<file path="src/dacseq_pkg.sv">
// ----------------------------------------------------------------------------
// dacseq_pkg
// Types, codes and the operation table of the DAC address sequencer.
// ----------------------------------------------------------------------------
package dacseq_pkg;

    // Request codes
    localparam logic [1:0] REQ_TICK = 2'd0;
    localparam logic [1:0] REQ_READ = 2'd1;
    localparam logic [1:0] REQ_PROG = 2'd2;

    localparam logic [5:0]  PHASE_IDLE     = 6'd0;
    localparam logic [15:0] HALF_PERIOD_RST = 16'd500;

    // Bus operation kinds
    typedef enum logic [2:0] {
        K_NONE    = 3'd0,
        K_START   = 3'd1,
        K_SEND    = 3'd2,
        K_ACK     = 3'd3,
        K_RESTART = 3'd4,
        K_GET     = 3'd5,
        K_NACK    = 3'd6,
        K_STOP    = 3'd7
    } kind_t;

    // Sequencer state
    typedef struct packed {
        logic [5:0]  phase;     // {step, sub-phase}
        logic        is_prog;
        logic [3:0]  bit_idx;
        logic [7:0]  shift;
        logic [15:0] wait_cnt;
        logic [3:0]  err;
        logic [2:0]  addr_now;
        logic [2:0]  addr_next;
        logic [2:0]  drives;    // bit0 SDA, bit1 SCL, bit2 LDAC
    } seq_state_t;

    // One result transaction
    typedef struct packed {
        logic       sda_low;
        logic       scl_low;
        logic       ldac_low;
        logic       busy_res;
        logic       done_res;
        logic [3:0] error_mask;
        logic [2:0] found_address;
    } seq_res_t;

    // Operation performed at each step of the read and program sequences
    function automatic kind_t kind_of(input logic is_prog, input logic [3:0] step);
        kind_t k;
        k = K_NONE;
        if (is_prog) begin
            case (step)
                4'd1:                    k = K_START;
                4'd2, 4'd4, 4'd6, 4'd8:  k = K_SEND;
                4'd3, 4'd5, 4'd7, 4'd9:  k = K_ACK;
                4'd10:                   k = K_STOP;
                default:                 k = K_NONE;
            endcase
        end else begin
            case (step)
                4'd1:              k = K_START;
                4'd2, 4'd4, 4'd7:  k = K_SEND;
                4'd3, 4'd5, 4'd8:  k = K_ACK;
                4'd6:              k = K_RESTART;
                4'd9:              k = K_GET;
                4'd10:             k = K_NACK;
                4'd11:             k = K_STOP;
                default:           k = K_NONE;
            endcase
        end
        return k;
    endfunction

endpackage

</file>
<file path="src/dac_address_i2c_sequencer.sv">
// ----------------------------------------------------------------------------
// dac_address_i2c_sequencer
// Open-drain I2C master that reads back or reprograms a DAC bus address.
// ----------------------------------------------------------------------------
// Each input transaction is one timing tick and yields exactly one result
// transaction. A tick passes through an input register, one pass of the
// sequencer step logic, and a result register, so a new tick is taken every
// clock while results flow out. Bus timing is counted in ticks, not clocks:
// each bus phase lasts half_period_ticks ticks (0 acts as 1), so the host sets
// the bus rate by how often it sends ticks. Requests arriving while busy are
// ignored.
// The half period register may be written only while no tick is in flight.
module dac_address_i2c_sequencer
(
    input  logic        clk,
    input  logic        rst_n,
    // tick input channel
    input  logic        in_valid,
    output logic        in_ready,
    input  logic [1:0]  req_type,
    input  logic [2:0]  current_address,
    input  logic [2:0]  new_address,
    input  logic        sda_in,
    input  logic        scl_in,
    // result channel
    output logic        out_valid,
    input  logic        out_ready,
    output logic        sda_low,
    output logic        scl_low,
    output logic        ldac_low,
    output logic        busy_res,
    output logic        done_res,
    output logic [3:0]  error_mask,
    output logic [2:0]  found_address,
    // half period register write
    input  logic        cfg_valid,
    output logic        cfg_ready,
    input  logic [15:0] cfg_data
);

    logic                   in_valid_reg;
    logic [1:0]             req_type_reg;
    logic [2:0]             current_address_reg;
    logic [2:0]             new_address_reg;
    logic                   sda_in_reg;
    logic                   scl_in_reg;
    logic                   out_valid_reg;
    dacseq_pkg::seq_res_t   out_res_reg;
    dacseq_pkg::seq_res_t   res_next;
    dacseq_pkg::seq_state_t state_reg;
    dacseq_pkg::seq_state_t state_next;
    logic [15:0]            half_period_reg;
    logic                   advance;

    // Pipeline control
    assign advance   = in_valid_reg && (!out_valid_reg || out_ready);
    assign in_ready  = !in_valid_reg || advance;
    assign cfg_ready = 1'b1;

    // Config register
    always_ff @(posedge clk or negedge rst_n)
    begin
        if (!rst_n) begin
            half_period_reg <= dacseq_pkg::HALF_PERIOD_RST;
        end else if (cfg_valid) begin
            half_period_reg <= cfg_data;
        end
    end

    // Input register
    always_ff @(posedge clk or negedge rst_n)
    begin
        if (!rst_n) begin
            in_valid_reg <= 1'b0;
        end else if (in_ready) begin
            in_valid_reg <= in_valid;
        end
    end

    always_ff @(posedge clk)
    begin
        if (in_valid && in_ready) begin
            req_type_reg        <= req_type;
            current_address_reg <= current_address;
            new_address_reg     <= new_address;
            sda_in_reg          <= sda_in;
            scl_in_reg          <= scl_in;
        end
    end

    // Step logic
    dacseq_step u_step
    (
        .cur             (state_reg),
        .req_type        (req_type_reg),
        .current_address (current_address_reg),
        .new_address     (new_address_reg),
        .sda_in          (sda_in_reg),
        .scl_in          (scl_in_reg),
        .half_period     (half_period_reg),
        .nxt             (state_next),
        .res             (res_next)
    );

    // Sequencer state
    always_ff @(posedge clk or negedge rst_n)
    begin
        if (!rst_n) begin
            state_reg <= '0;
        end else if (advance) begin
            state_reg <= state_next;
        end
    end

    // Result register
    always_ff @(posedge clk or negedge rst_n)
    begin
        if (!rst_n) begin
            out_valid_reg <= 1'b0;
        end else if (advance) begin
            out_valid_reg <= 1'b1;
        end else if (out_ready) begin
            out_valid_reg <= 1'b0;
        end
    end

    always_ff @(posedge clk)
    begin
        if (advance) begin
            out_res_reg <= res_next;
        end
    end

    assign out_valid     = out_valid_reg;
    assign sda_low       = out_res_reg.sda_low;
    assign scl_low       = out_res_reg.scl_low;
    assign ldac_low      = out_res_reg.ldac_low;
    assign busy_res      = out_res_reg.busy_res;
    assign done_res      = out_res_reg.done_res;
    assign error_mask    = out_res_reg.error_mask;
    assign found_address = out_res_reg.found_address;

endmodule

</file>
<file path="src/dacseq_step.sv">
// ----------------------------------------------------------------------------
// dacseq_step
// Next-state and result logic for one tick of the I2C address sequencer.
// ----------------------------------------------------------------------------
module dacseq_step
(
    input  dacseq_pkg::seq_state_t cur,
    input  logic [1:0]             req_type,
    input  logic [2:0]             current_address,
    input  logic [2:0]             new_address,
    input  logic                   sda_in,
    input  logic                   scl_in,
    input  logic [15:0]            half_period,
    output dacseq_pkg::seq_state_t nxt,
    output dacseq_pkg::seq_res_t   res
);

    // Steps with special meaning
    localparam logic [3:0] STEP_FIRST     = 4'd1;
    localparam logic [3:0] STEP_BYTE0     = 4'd2;
    localparam logic [3:0] STEP_ACK0      = 4'd3;
    localparam logic [3:0] STEP_BYTE1     = 4'd4;
    localparam logic [3:0] STEP_ACK1      = 4'd5;
    localparam logic [3:0] STEP_BYTE2     = 4'd6;
    localparam logic [3:0] STEP_ACK2      = 4'd7;
    localparam logic [3:0] STEP_ACK2_READ = 4'd8;
    localparam logic [3:0] STEP_ACK3_PROG = 4'd9;

    // Pin drives (1 pulls low) for a given operation and sub-phase: {ldac, scl, sda}
    function automatic logic [2:0] drives_for(input dacseq_pkg::kind_t k,
                                              input logic [1:0] sb,
                                              input logic msb,
                                              input logic ldac);
        logic sda;
        logic scl;
        sda = 1'b0;
        scl = 1'b0;
        case (k)
            dacseq_pkg::K_START:
            begin
                sda = 1'b1;
                scl = (sb != 2'd0);
            end
            dacseq_pkg::K_SEND:
            begin
                sda = ~msb;
                scl = (sb == 2'd0);
            end
            dacseq_pkg::K_ACK, dacseq_pkg::K_GET, dacseq_pkg::K_NACK:
            begin
                scl = (sb == 2'd0);
            end
            dacseq_pkg::K_RESTART:
            begin
                sda = sb[1];
                scl = (sb == 2'd0) || (sb == 2'd3);
            end
            dacseq_pkg::K_STOP:
            begin
                sda = ~sb[1];
                scl = (sb == 2'd0);
            end
            default:
            begin
                sda = 1'b0;
                scl = 1'b0;
            end
        endcase
        return {ldac, scl, sda};
    endfunction

    // Byte sent at a given step
    function automatic logic [7:0] byte_for(input logic prog, input logic [3:0] st,
                                            input logic [2:0] a_now,
                                            input logic [2:0] a_new);
        logic [7:0] b;
        if (prog) begin
            if (st == STEP_BYTE0)      b = 8'hC0 | {4'd0, a_now, 1'b0};
            else if (st == STEP_BYTE1) b = 8'h61 | {3'd0, a_now, 2'd0};
            else if (st == STEP_BYTE2) b = 8'h62 | {3'd0, a_new, 2'd0};
            else                       b = 8'h63 | {3'd0, a_new, 2'd0};
        end else begin
            if (st == STEP_BYTE0)      b = 8'h00;
            else if (st == STEP_BYTE1) b = 8'h0C;
            else                       b = 8'hC1;
        end
        return b;
    endfunction

    // Error bit flagged by a missing acknowledge
    function automatic logic [3:0] ack_bit(input logic prog, input logic [3:0] st);
        logic [3:0] m;
        if (st == STEP_ACK0)                            m = 4'b1000;
        else if (st == STEP_ACK1)                       m = 4'b0100;
        else if (st == STEP_ACK2 || (!prog && st == STEP_ACK2_READ)) m = 4'b0010;
        else                                            m = 4'b0001;
        return m;
    endfunction

    logic [15:0]       hp;
    logic [16:0]       wait_n;
    logic [3:0]        step;
    logic [1:0]        sub;
    dacseq_pkg::kind_t k;
    logic [3:0]        bit_n;
    logic              go_next;
    logic              go_enter;
    logic              go_idle;
    logic [3:0]        enter_step;
    logic [1:0]        enter_sub;
    logic [3:0]        nstep;
    dacseq_pkg::kind_t kn;
    logic              done;
    logic              check_bad;

    // Tick evaluation
    always_comb
    begin
        nxt        = cur;
        done       = 1'b0;
        go_next    = 1'b0;
        go_enter   = 1'b0;
        go_idle    = 1'b0;
        hp         = (half_period == 16'd0) ? 16'd1 : half_period;
        wait_n     = {1'b0, cur.wait_cnt} + 17'd1;
        step       = cur.phase[5:2];
        sub        = cur.phase[1:0];
        k          = dacseq_pkg::kind_of(cur.is_prog, step);
        bit_n      = cur.bit_idx + 4'd1;
        enter_step = step;
        enter_sub  = 2'd0;
        nstep      = step + 4'd1;
        kn         = dacseq_pkg::K_NONE;
        check_bad  = (cur.shift[7:5] != cur.shift[3:1]) ||
                     ((cur.shift & 8'h11) != 8'h10);

        if (cur.phase == dacseq_pkg::PHASE_IDLE) begin
            // New request
            if (req_type == dacseq_pkg::REQ_READ || req_type == dacseq_pkg::REQ_PROG) begin
                nxt.is_prog   = (req_type == dacseq_pkg::REQ_PROG);
                nxt.addr_now  = current_address;
                nxt.addr_next = new_address;
                nxt.err       = 4'd0;
                nxt.bit_idx   = 4'd0;
                nxt.shift     = 8'd0;
                nxt.drives    = 3'd0;
                go_enter      = 1'b1;
                enter_step    = STEP_FIRST;
            end
        end else if (wait_n < {1'b0, hp}) begin
            nxt.wait_cnt = wait_n[15:0];
        end else begin
            // Phase end
            case (k)
                dacseq_pkg::K_START, dacseq_pkg::K_NACK:
                begin
                    if (sub == 2'd0) begin
                        go_enter  = 1'b1;
                        enter_sub = 2'd1;
                    end else begin
                        go_next = 1'b1;
                    end
                end
                dacseq_pkg::K_SEND:
                begin
                    if (sub == 2'd0) begin
                        go_enter  = 1'b1;
                        enter_sub = 2'd1;
                    end else begin
                        nxt.shift   = {cur.shift[6:0], 1'b0};
                        nxt.bit_idx = bit_n;
                        if (bit_n[3]) go_next  = 1'b1;
                        else          go_enter = 1'b1;
                    end
                end
                dacseq_pkg::K_ACK:
                begin
                    if (sub == 2'd0) begin
                        go_enter  = 1'b1;
                        enter_sub = 2'd1;
                    end else begin
                        if (sda_in) nxt.err = cur.err | ack_bit(cur.is_prog, step);
                        go_next = 1'b1;
                    end
                end
                dacseq_pkg::K_RESTART:
                begin
                    if (sub != 2'd3) begin
                        go_enter  = 1'b1;
                        enter_sub = sub + 2'd1;
                    end else begin
                        go_next = 1'b1;
                    end
                end
                dacseq_pkg::K_GET:
                begin
                    if (sub == 2'd0) begin
                        go_enter  = 1'b1;
                        enter_sub = 2'd1;
                    end else if (!scl_in) begin
                        // slave stretching the clock: retry next tick
                        nxt.wait_cnt = hp - 16'd1;
                    end else begin
                        nxt.shift   = {cur.shift[6:0], sda_in};
                        nxt.bit_idx = bit_n;
                        if (bit_n[3]) go_next  = 1'b1;
                        else          go_enter = 1'b1;
                    end
                end
                dacseq_pkg::K_STOP:
                begin
                    if (sub[1] == 1'b0) begin
                        go_enter  = 1'b1;
                        enter_sub = sub + 2'd1;
                    end else begin
                        if (!cur.is_prog && check_bad) nxt.err = cur.err | 4'b0001;
                        go_idle = 1'b1;
                        done    = 1'b1;
                    end
                end
                default:
                begin
                    go_idle = 1'b1;
                end
            endcase
        end

        // Advance to the next bus operation
        if (go_next) begin
            kn          = dacseq_pkg::kind_of(nxt.is_prog, nstep);
            nxt.bit_idx = 4'd0;
            if (kn == dacseq_pkg::K_SEND)
                nxt.shift = byte_for(nxt.is_prog, nstep, nxt.addr_now, nxt.addr_next);
            if (kn == dacseq_pkg::K_GET)
                nxt.shift = 8'd0;
            if (kn == dacseq_pkg::K_ACK) begin
                if (nstep == STEP_ACK1) nxt.drives[2] = 1'b1;
                if ((nxt.is_prog && nstep == STEP_ACK3_PROG) ||
                    (!nxt.is_prog && nstep == STEP_ACK2_READ))
                    nxt.drives[2] = 1'b0;
            end
            go_enter   = 1'b1;
            enter_step = nstep;
            enter_sub  = 2'd0;
        end

        // Enter a sub-phase
        if (go_enter) begin
            nxt.phase    = {enter_step, enter_sub};
            nxt.wait_cnt = 16'd0;
            nxt.drives   = drives_for(dacseq_pkg::kind_of(nxt.is_prog, enter_step),
                                      enter_sub, nxt.shift[7], nxt.drives[2]);
        end

        if (go_idle) begin
            nxt.phase    = dacseq_pkg::PHASE_IDLE;
            nxt.wait_cnt = 16'd0;
            nxt.drives   = 3'd0;
        end
    end

    // Result of this tick
    always_comb
    begin
        res.sda_low       = nxt.drives[0];
        res.scl_low       = nxt.drives[1];
        res.ldac_low      = nxt.drives[2];
        res.busy_res      = (nxt.phase != dacseq_pkg::PHASE_IDLE);
        res.done_res      = done;
        res.error_mask    = nxt.err;
        res.found_address = (done && !nxt.is_prog && nxt.err == 4'd0) ?
                            nxt.shift[7:5] : 3'd0;
    end

endmodule

</file>
<file path="config.mk">
export PLATFORM = sky130hd
export DESIGN_NAME = dac_address_i2c_sequencer
export DESIGN_NICKNAME = d
export VERILOG_FILES = /design/src/dacseq_pkg.sv /design/src/dac_address_i2c_sequencer.sv /design/src/dacseq_step.sv
export SDC_FILE = /design/constraint.sdc
export NUM_CORES = 1
export LEC_CHECK = 0
export BUFFER_PORTS_ARGS = -buffer_cell sky130_fd_sc_hd__buf_4
export CORE_MARGIN = 3
export CORE_UTILIZATION = 55
export DETAILED_ROUTE_END_ITERATION = 10
export GPL_TIMING_DRIVEN = 0
export PLACE_DENSITY = 0.81
export SETUP_SLACK_MARGIN = 0.15
export SLEW_MARGIN = 10
export SYNTH_ARGS = -nofsm -noshare
export SYNTH_HDL_FRONTEND = slang
export SYNTH_SLANG_ARGS = --single-unit
</file>
<file path="constraint.sdc">
create_clock -name clk -period 13.05 [get_ports clk]
set_input_delay 2.61 -clock clk [delete_from_list [all_inputs] [get_ports clk]]
set_output_delay 2.61 -clock clk [all_outputs]
set_load 0.01 [all_outputs]
</file>
== Word level (Yosys, flattened, before mapping) ==
Memory sizes are Yosys's and may differ from the RTL's.
Index checks and enable logic that the tools add are counted.
W data, S select, Z words.

* Add/sub/neg operators: 5
* $lt $le $gt $ge: 1
* Eq/ne operators: 41
* Multiplexer cells: 96
* Bitwise operators: 3
* Reduce and logical (&&, ||, !) cells: 35

{| class="wikitable"
|+ Operators with widths
! operator !! count
|-
| $mux W16 || 7
|-
| $mux W12 || 5
|-
| $mux W4 || 13
|-
| $mux W8 || 6
|-
| $mux W1 || 36
|-
| $mux W28 || 1
|-
| $eq A3 B3 Y1 const B || 9
|-
| $mux W13 || 2
|-
| $pmux W12 S2 || 1
|-
| $mux W3 || 7
|-
| $eq A4 B3 Y1 const B || 5
|-
| $eq A3 B2 Y1 const B || 6
|-
| $add A16 B1 Y17 const B || 1
|-
| $lt A17 B16 Y1 || 1
|-
| $logic_not A16 Y1 || 1
|-
| $sub A16 B1 Y16 const B || 1
|-
| $mux W2 || 7
|-
| $eq A4 B4 Y1 const B || 3
|-
| $mux W6 || 2
|-
| $ne A4 B2 Y1 const B || 3
|-
| $reduce_or A5 Y1 || 2
|-
| $mux W9 || 1
|-
| $add A4 B1 Y4 const B || 2
|-
| $eq A4 B2 Y1 const B || 2
|-
| 31 further kinds || 57
|}

* Register bits after elaboration: 88
* Memory bits (read-only): 288
* Word-level logic and storage cells: 211
* Memories: 6

{| class="wikitable"
|+ Memory list
! name !! depth !! width !! read ports !! clocked after Yosys merged registers in !! wr ports !! line !! RTL
|-
| (name not given) || 16 || 3 || 1 || 0 || 0 || dacseq_pkg.sv:56 || <nowiki>case (step)</nowiki>
|-
| (name not given) || 16 || 3 || 1 || 0 || 0 || dacseq_pkg.sv:64 || <nowiki>case (step)</nowiki>
|-
| (name not given) || 16 || 3 || 1 || 0 || 0 || dacseq_pkg.sv:56 ||
|-
| (name not given) || 16 || 3 || 1 || 0 || 0 || dacseq_pkg.sv:64 ||
|-
| (name not given) || 16 || 3 || 1 || 0 || 0 || dacseq_pkg.sv:56 ||
|-
| (name not given) || 16 || 3 || 1 || 0 || 0 || dacseq_pkg.sv:64 ||
|}

== Depth between registers and ports, before layout ==
* Word-level depth: 19
* Mapped depth: 24
* Depth with buffers taken out: 23

== Modules after synthesis ==
A second synthesis with hierarchy kept.

* Cells, all modules: 761
* Area, all modules: 7001.7 µm²

{| class="wikitable"
|+ Modules (own cells, without submodules)
! module !! times used !! cells an instance !! area each (µm²) !! seq. area each (µm²)
|-
| dacseq_step || 1 || 593 || 3818.7 || 0.0
|-
| dac_address_i2c_sequencer || 1 || 168 || 3183.1 || 2319.7
|}

== Least setup slack after synthesis ==
No wires, ideal clock.

* Path type: input -> output
* From: in out_ready
* To: out in_ready
* Arrival time: 2819 ps
* Path slack: 7621 ps
* Stages on the path: 1
* Path buffers: 0
* Cells stage by stage: nand3b_1

* Longest elaborated chain between the ends: 3

{| class="wikitable"
|+ Ends and longest elaborated chain
! what !! line !! RTL
|-
| start: declaration || dac_address_i2c_sequencer.sv:27 || <nowiki>input logic out_ready,</nowiki>
|-
| $logic_or A1 B1 Y1 || dac_address_i2c_sequencer.sv:56 || <nowiki>assign advance = in_valid_reg && (!out_valid_reg || out_ready);</nowiki>
|-
| $logic_and A1 B1 Y1 || dac_address_i2c_sequencer.sv:56 ||
|-
| $logic_or A1 B1 Y1 || dac_address_i2c_sequencer.sv:57 || <nowiki>assign in_ready = !in_valid_reg || advance;</nowiki>
|-
| end: declaration || dac_address_i2c_sequencer.sv:19 || <nowiki>output logic in_ready,</nowiki>
|}

Every way passes these cells.

==> results.sh <==
export IMPL_post_cts_resized=0
export IMPL_hold_class="reg -> reg"
export IMPL_rows=38
export IMPL_fp_dieH_um=113.9
export IMPL_syn_num_nets=793
export IMPL_syn_area_per_cell_um2=8.840
export IMPL_synthTopCellsByArea="dfrtp_1, edfxtp_1, ha_1, nand2_1, o21ai_0"
export IMPL_htreeDepth=3
export IMPL_yosysSeqAreaShare_pct=36.25
export IMPL_clock_skew_ns=0.009541
export IMPL_vias_per_cell=6.396
export IMPL_worst_setup_path_end_kind="flip-flop"
export IMPL_slew_limit_headroom_pct=39.63
export IMPL_crit_type="reg -> reg"
export IMPL_ys_warn_count=0
export IMPL_clkTransAtPathRegs_ns=0.07
export IMPL_synth_top_area_share_pct=23.46
export IMPL_power_density_nw_per_um2=124.8
export IMPL_overflow=0
export IMPL_finalCritPeriodShare_pct=46.57
export IMPL_drv_cap=0
export IMPL_leakage_nw=3.009
export IMPL_grt_pass1_wl_um=29630
export IMPL_cp_startpoint="state_reg[13]$_DFFE_PN0P_"
export IMPL_ant_nets=0
export IMPL_syn_area_um2=6400
export IMPL_vdd_ir_drop_max_mv=0.08837
export IMPL_hold_viol=0
export IMPL_synthArstFlopShare_pct=75.00
export IMPL_fin_crit_ns=6.077
export IMPL_outcome="complete, no violations"
export IMPL_mostFrequentLayoutCells="nand2_1, o21ai_0, dfrtp_1"
export IMPL_tritoncts="built"
export IMPL_layout_drive_gt1_share_pct=14.01
export IMPL_totalWireLength_um=17920
export IMPL_largest_reg_flops=48
export IMPL_cts_root_buf="clkbuf_16"
export IMPL_initial_utilization_pct=57.52
export IMPL_synth_ff_type="dfrtp_1"
export IMPL_r2r_start="state_reg[13]$_DFFE_PN0P_"
export IMPL_synth_edf_count=22
export IMPL_vias=5916
export IMPL_grt_util_all_layers_pct=28.53
export IMPL_cts_sinks=88
export IMPL_critPathMaxFanout=10
export IMPL_antenna_found_initial=0
export IMPL_startpoint_type="flip-flop"
export IMPL_areaGrowthSynthToFinish_pct=12.83
export IMPL_place_gp_congestion=0.9452
export IMPL_synthCells=724
export IMPL_finalSetupViolCount=0
export IMPL_die_area_um2=12970
export IMPL_worst_pin_slew_ns=0.9055
export IMPL_clock_tree_buffer_depth=2
export IMPL_grt_pass1_vias=5875
export IMPL_ys_seq_elements=88
export IMPL_cts_setup_buffers=0
export IMPL_n_antenna_cell=0
export IMPL_drc=0
export IMPL_cts_buffers=9
export IMPL_fin_cells=925
export IMPL_dp_cells=908
export IMPL_setup_tns_ns=0
export IMPL_clk_latency_ns=0.35
export IMPL_synthDistinctLibCells=82
export IMPL_hpwl_um=13050
export IMPL_drt_pre_antenna_iters=6
export IMPL_ios=46
export IMPL_final_common_cell="nand2_1"
export IMPL_initialDrtViolationCount=626
export IMPL_cts_hold_buf=0
export IMPL_core_area_um2=11130
export IMPL_fmax_mhz=164.5
export IMPL_die_w_um=113.9
export IMPL_rsz0062_at_grt="no"
export IMPL_nets=849
export IMPL_grt_max_degree=67
export IMPL_timing_final_max_slew_violations=0
export IMPL_critical_path_arrival_ns=6.27
export IMPL_worstHoldStart="state_reg[9]$_DFFE_PN0P_"
export IMPL_io_buffers=44
export IMPL_worst_ep_required_time_ns=13.24
export IMPL_wl_per_cell_um=19.38
export IMPL_synth_top_cell_by_area="dfrtp_1"
-- cell usage after synthesis (4+ instances only) --
cell type and count:
nand4_1 8, xor2_1 8, and3_1 8, nand3b_1 4, o2111ai_1 4, a21oi_1 31
a31oi_1 4, nor2_1 39, nor2b_1 6, o211ai_1 4, o31ai_1 17, mux2i_1 15
edfxtp_1 22, nor4_1 5, inv_1 40, dfstp_2 6, a21o_1 7, nor3_1 20
buf_2 4, xnor2_1 25, clkbuf_1 19, and2_1 8, nand2_1 116, o22ai_1 7
a22oi_1 10, buf_4 5, ha_1 38, nand3_1 24, dfrtp_1 60, a22o_1 4
nand2b_1 8, o21ai_0 60, o21a_1 6, mux2_2 7
-- logic make-up (layout without fill, tap and decap cells) --
logic type | count (synthesis) | in the layout | synth area share, %
buffers and inverters | 72 | 133 | 4.946
other | 1 | 1 | 0.05859
adders and majority gates | 38 | 38 | 7.429
and+or+nand+nor | 273 | 273 | 21.64
xor gates and xnor gates | 33 | 33 | 4.516
DFF | 88 | 88 | 36.25
AOI/OAI and AO/OA | 195 | 195 | 21.11
muxes | 24 | 24 | 4.047
-- stage by stage --
stage | util (%) | setup WS (ns) | hold WS, ns | cell area [µm²] | total power [mW]
2_1_floorplan | - | 7.621 | 0.4456 | 6400 | 0.5341
3_3_place_gp | 62.07 | 7.310 | 0.4633 | 6905 | 0.6114
3_5_place_dp | 62.07 | 7.294 | 0.4638 | 6905 | 0.6236
4_1_cts | 64.80 | 7.121 | 0.4798 | 7209 | 0.8943
5_1_grt | 64.90 | 6.568 | 0.5082 | 7221 | 0.9450
6_report | 64.90 | 6.973 | 0.4815 | 7221 | 0.9011
-- layout make-up --
| cell class | count | area [µm²] |
|---|---|---|
| repair buffers | 45 | 341.6 |
| inverters | 41 | 153.9 |
| plain buffers | 31 | 162.7 |
| multi-input cells | 564 | 3764 |
| fillers | 949 | 3905 |
| clock inverters | 7 | 78.83 |
| flip-flops and latches | 88 | 2320 |
| well taps | 140 | 175.2 |
| clock buffers | 9 | 225.2 |
-- metal layers --
metal	wire, µm	up-vias	track usage [%]
li1	-	2741	-
met5	0	-	0
met1	7874	2852	40.53
met4	346	0	8.947
met3	1582	35	5.358
met2	8119	288	44.41
-- where the power goes --
group | leakage [nW] | switching [mW] | internal, mW
sequential | 1.08 | 0.0235 | 0.312
clock | 0.139 | 0.123 | 0.150
combinational | 1.79 | 0.188 | 0.105
total | 3.01 | 0.334 | 0.567
-- worst paths after layout --
kind / slack (ns) / cells past startpoint / end
worst max-delay path: 6.97 / 24 / scl_low$_DFFE_PP_
worst min-delay path: 0.48 / 2 / state_reg[9]$_DFFE_PN0P_
worst max register to register: 6.97 / 24 / scl_low$_DFFE_PP_
worst min register to register: 0.48 / 2 / state_reg[9]$_DFFE_PN0P_
max in group asynchronous: 10.07 / 1 / state_reg[22]$_DFFE_PN0P_
min in group asynchronous: 2.35 / 1 / state_reg[45]$_DFFE_PN0P_
-- critical path: stages, from the launching register on --
cell and delay, ns:
dfrtp_1 0.46, ha_1 0.18, clkbuf_1 0.31, and3_1 0.32, nand3_1 0.12, xnor2_1 0.24, ha_1 0.32, a41o_1 0.27
a211oi_1 0.41, o2111ai_1 0.23, or2_1 0.27, a21o_1 0.16, buf_4 0.18, nand2_8 0.13, nor2_1 0.05, a21oi_1 0.34
inv_1 0.16, ha_1 0.21, nand2_1 0.10, a21boi_0 0.27, a22oi_1 0.13, mux2_2 0.35, or3_1 0.38, a211o_1 0.27
o221ai_1 0.07
Power figures use the tool's default switching activity.
